File: config.mk
export PLATFORM = sky130hd
export DESIGN_NAME = pmic_regulator_control_regs_flat
export DESIGN_NICKNAME = d
export VERILOG_FILES = /design/src/pmic_rcr_pkg.sv /design/src/pmic_rcr_if.sv /design/src/pmic_rcr_volt.sv /design/src/pmic_regulator_control_regs.sv /design/src/flat_wrapper.sv
export SDC_FILE = /design/constraint.sdc
export NUM_CORES = 1
export LEC_CHECK = 0
export BUFFER_PORTS_ARGS = -buffer_cell sky130_fd_sc_hd__buf_2
export CORE_MARGIN = 2
export CORE_UTILIZATION = 58
export CTS_BUF_LIST = sky130_fd_sc_hd__clkbuf_4 sky130_fd_sc_hd__clkbuf_8
export DETAILED_ROUTE_END_ITERATION = 16
export GPL_TIMING_DRIVEN = 0
export PLACE_DENSITY_LB_ADDON = 0.08
export SYNTH_ARGS = -nofsm -noshare
export SYNTH_HDL_FRONTEND = slang
export SYNTH_SLANG_ARGS = --single-unit
File: constraint.sdc
create_clock -name clk -period 16.1 [get_ports clk]
set_input_delay 2.415 -clock clk [delete_from_list [all_inputs] [get_ports clk]]
set_output_delay 2.415 -clock clk [all_outputs]
set_load 0.1 [all_outputs]
File: src/pmic_rcr_pkg.sv
// Shared types, codes and per-channel range tables for the regulator control block.
// No dependencies; every other file in src imports this package.
package pmic_rcr_pkg;

	localparam int NumChannels = 14;
	localparam int ChanW       = 4;
	localparam int CodeW       = 6;
	localparam int UvW         = 22;

	// Fixed-output channels
	localparam logic [ChanW-1:0] ChanFixedLo = 4'd2;
	localparam logic [ChanW-1:0] ChanFixedHi = 4'd13;
	localparam logic [UvW-1:0]   FixedLoUv   = 22'd1250000;
	localparam logic [UvW-1:0]   FixedHiUv   = 22'd3300000;

	// Highest voltage any channel can report
	localparam logic [UvW-1:0]   VMaxAllUv   = 22'd3400000;

	// ceil(2^30 / 3125); exact floor division for any 19-bit dividend
	localparam int               RecipShift  = 30;
	localparam logic [18:0]      Recip3125   = 19'd343598;

	typedef enum logic [1:0] {
		KIND_SET_EN   = 2'd0,
		KIND_GET_EN   = 2'd1,
		KIND_SET_VOLT = 2'd2,
		KIND_GET_VOLT = 2'd3
	} kind_t;

	// Voltage range classes
	typedef enum logic [2:0] {
		RNG_BUCK,    // 712.5 mV .. 1.5 V, 12.5 mV step
		RNG_BUCK4,   // 1.8 V .. 3.3 V, 100 mV step
		RNG_LDO_HI,  // 1.8 V .. 3.4 V, 100 mV step
		RNG_LDO_LO,  // 0.8 V .. 2.5 V, 100 mV step
		RNG_FIXED    // no selector, fixed output
	} range_t;

	typedef struct packed {
		kind_t              kind;
		logic [ChanW-1:0]   channel;
		logic               enable_in;
		logic [UvW-1:0]     voltage_in_uv;
	} req_t;

	typedef struct packed {
		logic               enabled;
		logic [UvW-1:0]     voltage_out_uv;
		logic [CodeW-1:0]   selector_code;
	} rsp_t;

	// Datapath results handed back to the control stage
	typedef struct packed {
		logic [CodeW-1:0]   new_code;
		logic [UvW-1:0]     vout;
	} volt_res_t;

	function automatic range_t chan_range(input logic [ChanW-1:0] ch);
		range_t r;
		case (ch)
			4'd0, 4'd1:                         r = RNG_BUCK;
			4'd3:                               r = RNG_BUCK4;
			4'd4, 4'd5, 4'd7, 4'd8, 4'd11, 4'd12: r = RNG_LDO_HI;
			4'd6, 4'd9, 4'd10:                  r = RNG_LDO_LO;
			default:                            r = RNG_FIXED;
		endcase
		return r;
	endfunction

	function automatic logic [UvW-1:0] rng_min(input range_t r);
		logic [UvW-1:0] v;
		case (r)
			RNG_BUCK:                v = 22'd712500;
			RNG_BUCK4, RNG_LDO_HI:   v = 22'd1800000;
			RNG_LDO_LO:              v = 22'd800000;
			default:                 v = '0;
		endcase
		return v;
	endfunction

	function automatic logic [UvW-1:0] rng_max(input range_t r);
		logic [UvW-1:0] v;
		case (r)
			RNG_BUCK:    v = 22'd1500000;
			RNG_BUCK4:   v = 22'd3300000;
			RNG_LDO_HI:  v = 22'd3400000;
			RNG_LDO_LO:  v = 22'd2500000;
			default:     v = '0;
		endcase
		return v;
	endfunction

	function automatic logic [16:0] rng_step(input range_t r);
		logic [16:0] s;
		case (r)
			RNG_BUCK:                          s = 17'd12500;
			RNG_BUCK4, RNG_LDO_HI, RNG_LDO_LO: s = 17'd100000;
			default:                           s = 17'd1;
		endcase
		return s;
	endfunction

endpackage

File: src/pmic_rcr_if.sv
// Valid/ready channel interfaces for operation and result beats.
// Depends on pmic_rcr_pkg for the payload types.
interface pmic_rcr_req_if;
	import pmic_rcr_pkg::*;
	logic valid;
	logic ready;
	req_t data;
	modport source (output valid, output data, input ready);
	modport sink   (input valid, input data, output ready);
endinterface

interface pmic_rcr_rsp_if;
	import pmic_rcr_pkg::*;
	logic valid;
	logic ready;
	rsp_t data;
	modport source (output valid, output data, input ready);
	modport sink   (input valid, input data, output ready);
endinterface

File: src/pmic_rcr_volt.sv
// Voltage datapath: microvolts to selector code and selector code to microvolts.
// Depends on pmic_rcr_pkg for range tables and constants.
module pmic_rcr_volt (
	input  logic [pmic_rcr_pkg::ChanW-1:0] channel,
	input  logic [pmic_rcr_pkg::UvW-1:0]   voltage_in_uv,
	input  logic [pmic_rcr_pkg::CodeW-1:0] code_cur,
	output pmic_rcr_pkg::volt_res_t        res
);
	import pmic_rcr_pkg::*;

	range_t         rng;
	logic [UvW-1:0] vmin;
	logic [UvW-1:0] vmax;
	logic [16:0]    step;
	logic [UvW-1:0] vclamp;
	logic [20:0]    vdelta;
	logic [20:0]    biased;
	logic [18:0]    scaled;
	logic [37:0]    quot_prod;
	logic [22:0]    mul_step;
	logic [23:0]    vsum;

	assign rng  = chan_range(channel);
	assign vmin = rng_min(rng);
	assign vmax = rng_max(rng);
	assign step = rng_step(rng);

	// Set path: clamp, then ceil((v - min) / step).
	// Both steps are 3125 times a power of two, so pre-shift then one reciprocal multiply.
	always_comb begin
		if (voltage_in_uv < vmin) begin
			vclamp = vmin;
		end else if (voltage_in_uv > vmax) begin
			vclamp = vmax;
		end else begin
			vclamp = voltage_in_uv;
		end
	end

	assign vdelta    = 21'(vclamp - vmin);
	assign biased    = vdelta + 21'(step) - 21'd1;
	assign scaled    = (rng == RNG_BUCK) ? biased[20:2] : {3'b000, biased[20:5]};
	assign quot_prod = {19'b0, scaled} * {19'b0, Recip3125};
	assign res.new_code = quot_prod[RecipShift +: CodeW];

	// Get path: code * step + min, capped at max; fixed channels report their constant
	assign mul_step = 23'(code_cur) * 23'(step);
	assign vsum     = {1'b0, mul_step} + {2'b00, vmin};

	always_comb begin
		if (channel == ChanFixedLo) begin
			res.vout = FixedLoUv;
		end else if (channel == ChanFixedHi) begin
			res.vout = FixedHiUv;
		end else if (vsum > {2'b00, vmax}) begin
			res.vout = vmax;
		end else begin
			res.vout = vsum[UvW-1:0];
		end
	end

endmodule

File: src/pmic_regulator_control_regs.sv
// Regulator control block for 14 channels (bucks 1-4, LDO1-9, one switch): set and get
// of enable and voltage. An operation beat is registered at the input, processed in one
// pass through the voltage datapath (one 19x19 reciprocal multiply for the step division)
// and lands in a result register: one beat per cycle while the sink keeps up. Each beat
// moves from the input register to the result register, and a result held back by the
// sink stalls the input. Every operation yields exactly one result beat. Enable and
// selector state reset to zero. Depends on pmic_rcr_pkg, pmic_rcr_if and pmic_rcr_volt.
module pmic_regulator_control_regs (
	input  logic            clk,
	input  logic            arst_n,
	pmic_rcr_req_if.sink    req,
	pmic_rcr_rsp_if.source  rsp
);
	import pmic_rcr_pkg::*;

	// Input stage
	logic              valid_s1;
	req_t              req_s1;
	// Result stage
	logic              rsp_valid_q;
	rsp_t              rsp_q;
	// Channel state: one enable per channel (maps onto the DCDC/LDO enable bytes)
	logic [NumChannels-1:0] en_q;
	logic [CodeW-1:0]       code_q [NumChannels];

	logic              advance;
	logic              ch_ok;
	logic              is_fixed;
	logic [CodeW-1:0]  code_cur;
	logic              en_cur;
	volt_res_t         vres;
	rsp_t              rsp_d;

	assign advance   = valid_s1 && (!rsp_valid_q || rsp.ready);
	assign req.ready = !valid_s1 || advance;

	// Input register
	always_ff @(posedge clk or negedge arst_n) begin
		if (!arst_n) begin
			valid_s1 <= 1'b0;
		end else if (req.ready) begin
			valid_s1 <= req.valid;
		end
	end

	always_ff @(posedge clk) begin
		if (req.ready && req.valid) begin
			req_s1 <= req.data;
		end
	end

	// Lookup of current channel state
	assign ch_ok    = req_s1.channel < ChanW'(NumChannels);
	assign is_fixed = chan_range(req_s1.channel) == RNG_FIXED;
	assign code_cur = ch_ok ? code_q[req_s1.channel] : '0;
	assign en_cur   = ch_ok ? en_q[req_s1.channel] : 1'b0;

	pmic_rcr_volt u_volt (
		.channel       (req_s1.channel),
		.voltage_in_uv (req_s1.voltage_in_uv),
		.code_cur      (code_cur),
		.res           (vres)
	);

	// Result assembly; out-of-range channels give all zeros
	always_comb begin
		rsp_d = '0;
		if (ch_ok) begin
			rsp_d.enabled       = (req_s1.kind == KIND_SET_EN) ? req_s1.enable_in : en_cur;
			rsp_d.selector_code = (req_s1.kind == KIND_SET_VOLT && !is_fixed) ?
				vres.new_code : code_cur;
			rsp_d.voltage_out_uv = (req_s1.kind == KIND_GET_VOLT) ? vres.vout : '0;
		end
	end

	// State update, once per beat as it leaves the input stage
	always_ff @(posedge clk or negedge arst_n) begin
		if (!arst_n) begin
			en_q <= '0;
			for (int i = 0; i < NumChannels; i++) begin
				code_q[i] <= '0;
			end
		end else if (advance && ch_ok) begin
			if (req_s1.kind == KIND_SET_EN) begin
				en_q[req_s1.channel] <= req_s1.enable_in;
			end
			if (req_s1.kind == KIND_SET_VOLT && !is_fixed) begin
				code_q[req_s1.channel] <= vres.new_code;
			end
		end
	end

	// Result register
	always_ff @(posedge clk or negedge arst_n) begin
		if (!arst_n) begin
			rsp_valid_q <= 1'b0;
		end else if (advance) begin
			rsp_valid_q <= 1'b1;
		end else if (rsp.ready) begin
			rsp_valid_q <= 1'b0;
		end
	end

	always_ff @(posedge clk) begin
		if (advance) begin
			rsp_q <= rsp_d;
		end
	end

	assign rsp.valid = rsp_valid_q;
	assign rsp.data  = rsp_q;

	// Checks
	a_bad_chan_zero: assert property (@(posedge clk) disable iff (!arst_n)
		advance && !ch_ok |=> rsp_q == '0)
		else $error("out-of-range channel gave a nonzero result");

	a_fixed_code_zero: assert property (@(posedge clk) disable iff (!arst_n)
		code_q[ChanFixedLo] == '0 && code_q[ChanFixedHi] == '0)
		else $error("fixed channel selector was written");

	a_vout_cap: assert property (@(posedge clk) disable iff (!arst_n)
		rsp_valid_q |-> rsp_q.voltage_out_uv <= VMaxAllUv)
		else $error("reported voltage above the highest channel maximum");

	a_set_code_stored: assert property (@(posedge clk) disable iff (!arst_n)
		advance && ch_ok && !is_fixed && req_s1.kind == KIND_SET_VOLT
		|=> code_q[$past(req_s1.channel)] == rsp_q.selector_code)
		else $error("stored selector differs from reported selector");

endmodule

File: src/flat_wrapper.sv
// flat-port wrapper written by rule: the top's interface ports become plain ports
module pmic_regulator_control_regs_flat import pmic_rcr_pkg::*;
  (clk, arst_n, req_valid, req_data, req_ready, rsp_valid, rsp_data, rsp_ready);
  pmic_rcr_req_if req_i ();
  pmic_rcr_rsp_if rsp_i ();
  input  logic clk;
  input  logic arst_n;
  input wire logic [$bits(req_i.valid)-1:0] req_valid;
  input wire logic [$bits(req_i.data)-1:0] req_data;
  output wire logic [$bits(req_i.ready)-1:0] req_ready;
  output wire logic [$bits(rsp_i.valid)-1:0] rsp_valid;
  output wire logic [$bits(rsp_i.data)-1:0] rsp_data;
  input wire logic [$bits(rsp_i.ready)-1:0] rsp_ready;
  assign req_i.valid = req_valid;
  assign req_i.data = req_data;
  assign req_ready = req_i.ready;
  assign rsp_valid = rsp_i.valid;
  assign rsp_data = rsp_i.data;
  assign rsp_i.ready = rsp_ready;
  pmic_regulator_control_regs u_core (.clk(clk), .arst_n(arst_n), .req(req_i), .rsp(rsp_i));
endmodule
==> implementation parameters <==
Parameter                              Value

STA
  Post-route clock period utilization ... 0.9155
  Number of hold-slack violations in the final timing report ... 0
  Final setup viols ... 0
  Aggregate negative setup slack ... 0 ns
  Min Clock Period, post-route ... 14.74 ns
  Highest attainable clock frequency ... 67.85 MHz
  Fin worst setup slack ... 1.361 ns
  Final number of max-transition violations ... 0
  Relative slew margins ... 0.1738
  Unrepaired setup endpoints after global routing ... false
  Worst Clk Skew ... 0.02654 ns
  Transition time of the tightest slew-check pin ... 1.238 ns

Critical path
  Maximum net fanout on the critical path ... 10
  Data required time of the worst path ... 16.46 ns
  Endpoint kind of the worst setup timing path ... register
  Critical Path Max Stage Delay ... 0.72 ns
  Max stage delay cell, worst path ... sky130_fd_sc_hd__xnor2_1
  Category of the worst setup path launch point ... register
  Data arrival time of the critical path ... 15.10 ns
  Most used cell, CP ... sky130_fd_sc_hd__inv_1
  WS Path Type ... register to register

Floorplanning
  Die outline area ... 33540 um2
  Row Count ... 65
  Starting density of the core ... 0.5898
  Die Wd ... 183.1 um
  Core area ... 31560 um2
  Die Ht ... 183.1 um
  Boundary pin count ... 64

Route
  Initial DRC Count ... 838
  Post-route antenna net violation count ... 0
  Metal2 WL ... 20970 um
  Routed via count ... 13440
  Number of remaining DRC errors ... 0
  Drt total wl ... 44720 um
  Routed via count divided by cell count ... 5.783
  Routed metal-1 wire length ... 20050 um
  DRT Pass-1 Iters ... 5
  Average wire per cell in the routed design ... 19.24 um
  Met3 Routed Length ... 2258 um
  Topmost layer with routed signal wires ... met4

Yosys
  Synth Area in Adders ... 0.3669
  Register area share after synthesis ... 0.2313
  Compound-Gate Fraction of Synth Area ... 0.1080
  Fraction of synthesized cell area in xor and xnor cells ... 0.02682
  Number of storage elements in the synthesis netlist ... 161
  Cell variety after synth ... 90
  Async SR Flop Fraction ... 0.6211
  Area share of the largest cell type after synthesis ... 0.1916
  Per-instance average area after synthesis ... 10.20 um2
  Combinational family with the most area after synthesis ... adder cells
  Post-synth EDFFs ... 58
  Largest cells by area after synthesis ... sky130_fd_sc_hd__ha_1 (19%), sky130_fd_sc_hd__fa_1 (18%), sky130_fd_sc_hd__dfrtp_1 (13%)
  Most numerous cell types in the synthesized netlist ... sky130_fd_sc_hd__inv_1 (343), sky130_fd_sc_hd__ha_1 (285), sky130_fd_sc_hd__fa_1 (163), sky130_fd_sc_hd__nor2_1 (104), sky130_fd_sc_hd__dfrtp_1 (100)
  Mux cell area share after synthesis ... 0.09903
  Simple-gate area share of the yosys netlist ... 0.08726
  Cell with the most instances after synthesis ... sky130_fd_sc_hd__inv_1
  Top cell type by total area after synthesis ... sky130_fd_sc_hd__ha_1
  Most used DFF post-synth ... sky130_fd_sc_hd__dfrtp_1
  Total standard cell area after synthesis ... 18610 um2
  Synthesized instance count ... 1825
  Synthesized Nets ... 2306
  Number of warning messages in the yosys log ... 0

Finish
  Area growth from synthesis to final layout ... 6.904%
  Layout cell share with drive strength beyond 1 ... 0.1405
  Net total in the final layout ... 2390
  Antenna diode count ... 0

Place
  Post-Place Setup Slack ... 1.652 ns
  Number of buffers added on ports ... 63
  DP Wirelength ... 37050 um
  Final Wtd Congestion ... 0.9182

Clocking
  Clock sinks ... 161
  Library cell used as clock root buffer ... sky130_fd_sc_hd__clkbuf_8
  Number of resized instances in the post-cts repair step ... 0
  Clock-pin slew reported for the worst setup and hold paths after clock tree synthesis ... 0.11 ns
  Clock latency of the later-clocked register in the worst-skew pair ... 0.52 ns
  Hold bufs inserted after CTS ... 0
  H-tree levels ... 4
  Clock tree from TritonCTS ... done
  Deepest clock path buffer count ... 2
  Buffers inserted by post-CTS timing repair ... 0
  CTS buffer count ... 17

Global routing
  Number of global-route vias before repair ... 14110
  Wire length of the first global-routing pass ... 73760 um
  Total congestion overflow ... 0
  Pin count of the biggest net entering global routing ... 74
  Number of antenna violations at the first check in global routing ... 0
  Total global-route track usage ... 0.2845

Min path
  Hold/Removal Path Class ... register to register

Status
  Status ... completed

Run
  Number of max-cap violations ... 0
-- final cells by class --
| cell class | count | area, um2 |
|---|---|---|
| plain buffers | 48 | 203.9 |
| inverters | 346 | 1299 |
| fillers | 2669 | 11660 |
| well taps | 402 | 503.0 |
| clock inverters | 15 | 170.2 |
| multi-input cells | 1270 | 12810 |
| flip-flops and latches | 161 | 4304 |
| repair buffers | 65 | 372.9 |
| clock buffers | 17 | 234.0 |
-- cells in the final DEF, fill, tap and decap left out, types with 9 or more instances in the layout --
cell type	count
sky130_fd_sc_hd__clkbuf_1	35
sky130_fd_sc_hd__clkbuf_8	17
sky130_fd_sc_hd__inv_1	343
sky130_fd_sc_hd__a21o_1	30
sky130_fd_sc_hd__and3_1	9
sky130_fd_sc_hd__buf_2	68
sky130_fd_sc_hd__mux2i_1	30
sky130_fd_sc_hd__and2_1	17
sky130_fd_sc_hd__a21oi_1	98
sky130_fd_sc_hd__xnor2_1	49
sky130_fd_sc_hd__o211ai_1	10
sky130_fd_sc_hd__nand3_1	20
sky130_fd_sc_hd__nand2b_1	16
sky130_fd_sc_hd__a31oi_1	10
sky130_fd_sc_hd__edfxtp_1	58
sky130_fd_sc_hd__mux2_2	93
sky130_fd_sc_hd__ha_1	285
sky130_fd_sc_hd__o21a_1	10
sky130_fd_sc_hd__nand2_1	82
sky130_fd_sc_hd__fa_1	163
sky130_fd_sc_hd__nor3_1	17
sky130_fd_sc_hd__nor2b_1	18
sky130_fd_sc_hd__mux4_2	21
sky130_fd_sc_hd__nand4_1	12
sky130_fd_sc_hd__dfrtp_1	100
sky130_fd_sc_hd__nor2_1	104
sky130_fd_sc_hd__o21ai_0	39
-- flip-flops by register name, summed over array words and instances, names as in the netlist --
name               cells
u_core.code_q         84
u_core.req_s1         29
u_core.rsp.data       29
u_core.en_q           14
u_core.u_volt.rng      3
u_core.rsp.valid       1
u_core.valid_s1        1
-- cell families after synthesis --
kind of cell	after synthesis
buffers and inverters	394
DFF	161
and+or+nand+nor	332
AOI/OAI and AO/OA	288
muxes	145
adders and majority gates	448
xor gates and xnor gates	57
-- worst paths after layout --
kind                                         startpoint                             to  slack [ns]  cells past startpoint
hold / removal              u_core.valid_s1$_DFFE_PN0N_   u_core.rsp.valid$_DFFE_PN0P_        0.47                      1
min in group asynchronous                        arst_n     u_core.en_q[4]$_DFFE_PN0P_        1.82                      1
setup reg to reg           u_core.u_volt.rng[0]$_DFF_P_  u_core.code_q[16]$_DFFE_PN0P_        1.36                     47
hold reg to reg             u_core.valid_s1$_DFFE_PN0N_   u_core.rsp.valid$_DFFE_PN0P_        0.47                      1
setup / recovery           u_core.u_volt.rng[0]$_DFF_P_  u_core.code_q[16]$_DFFE_PN0P_        1.36                     47
max in group asynchronous                        arst_n  u_core.code_q[67]$_DFFE_PN0P_       13.59                      2
-- critical path: cells and delay by family, from the launching register on --
family	cells	cell delay, ns
compound gates	17	3.83
xor+xnor	2	1.07
fa+ha+maj	10	4.56
buf+inv	10	2.17
flops	1	0.49
mux	1	0.26
simple gates	7	2.19
-- metal layers --
layer  vias to the layer above  track usage
li1                       6367            -
met1                      6605       0.3900
met2                       381       0.4630
met3                        86      0.03932
met4                         0       0.1059
met5                         -            0
-- through the flow --
stage                     hold WS [ns]  utilization  instance area [um2]  instances
final                           0.4676       0.6305                19900       2324
after global routing            0.5000       0.6305                19900       2324
after CTS                       0.4742       0.6305                19900       2324
after detailed placement        0.4666       0.6177                19490       2292
after global placement          0.4564       0.6157                19430       2290
after floorplan                 0.4452            -                18610       1825
Power is not shown: default switching activity piles up to over one toggle a cycle in this logic, so the estimate is an artifact.
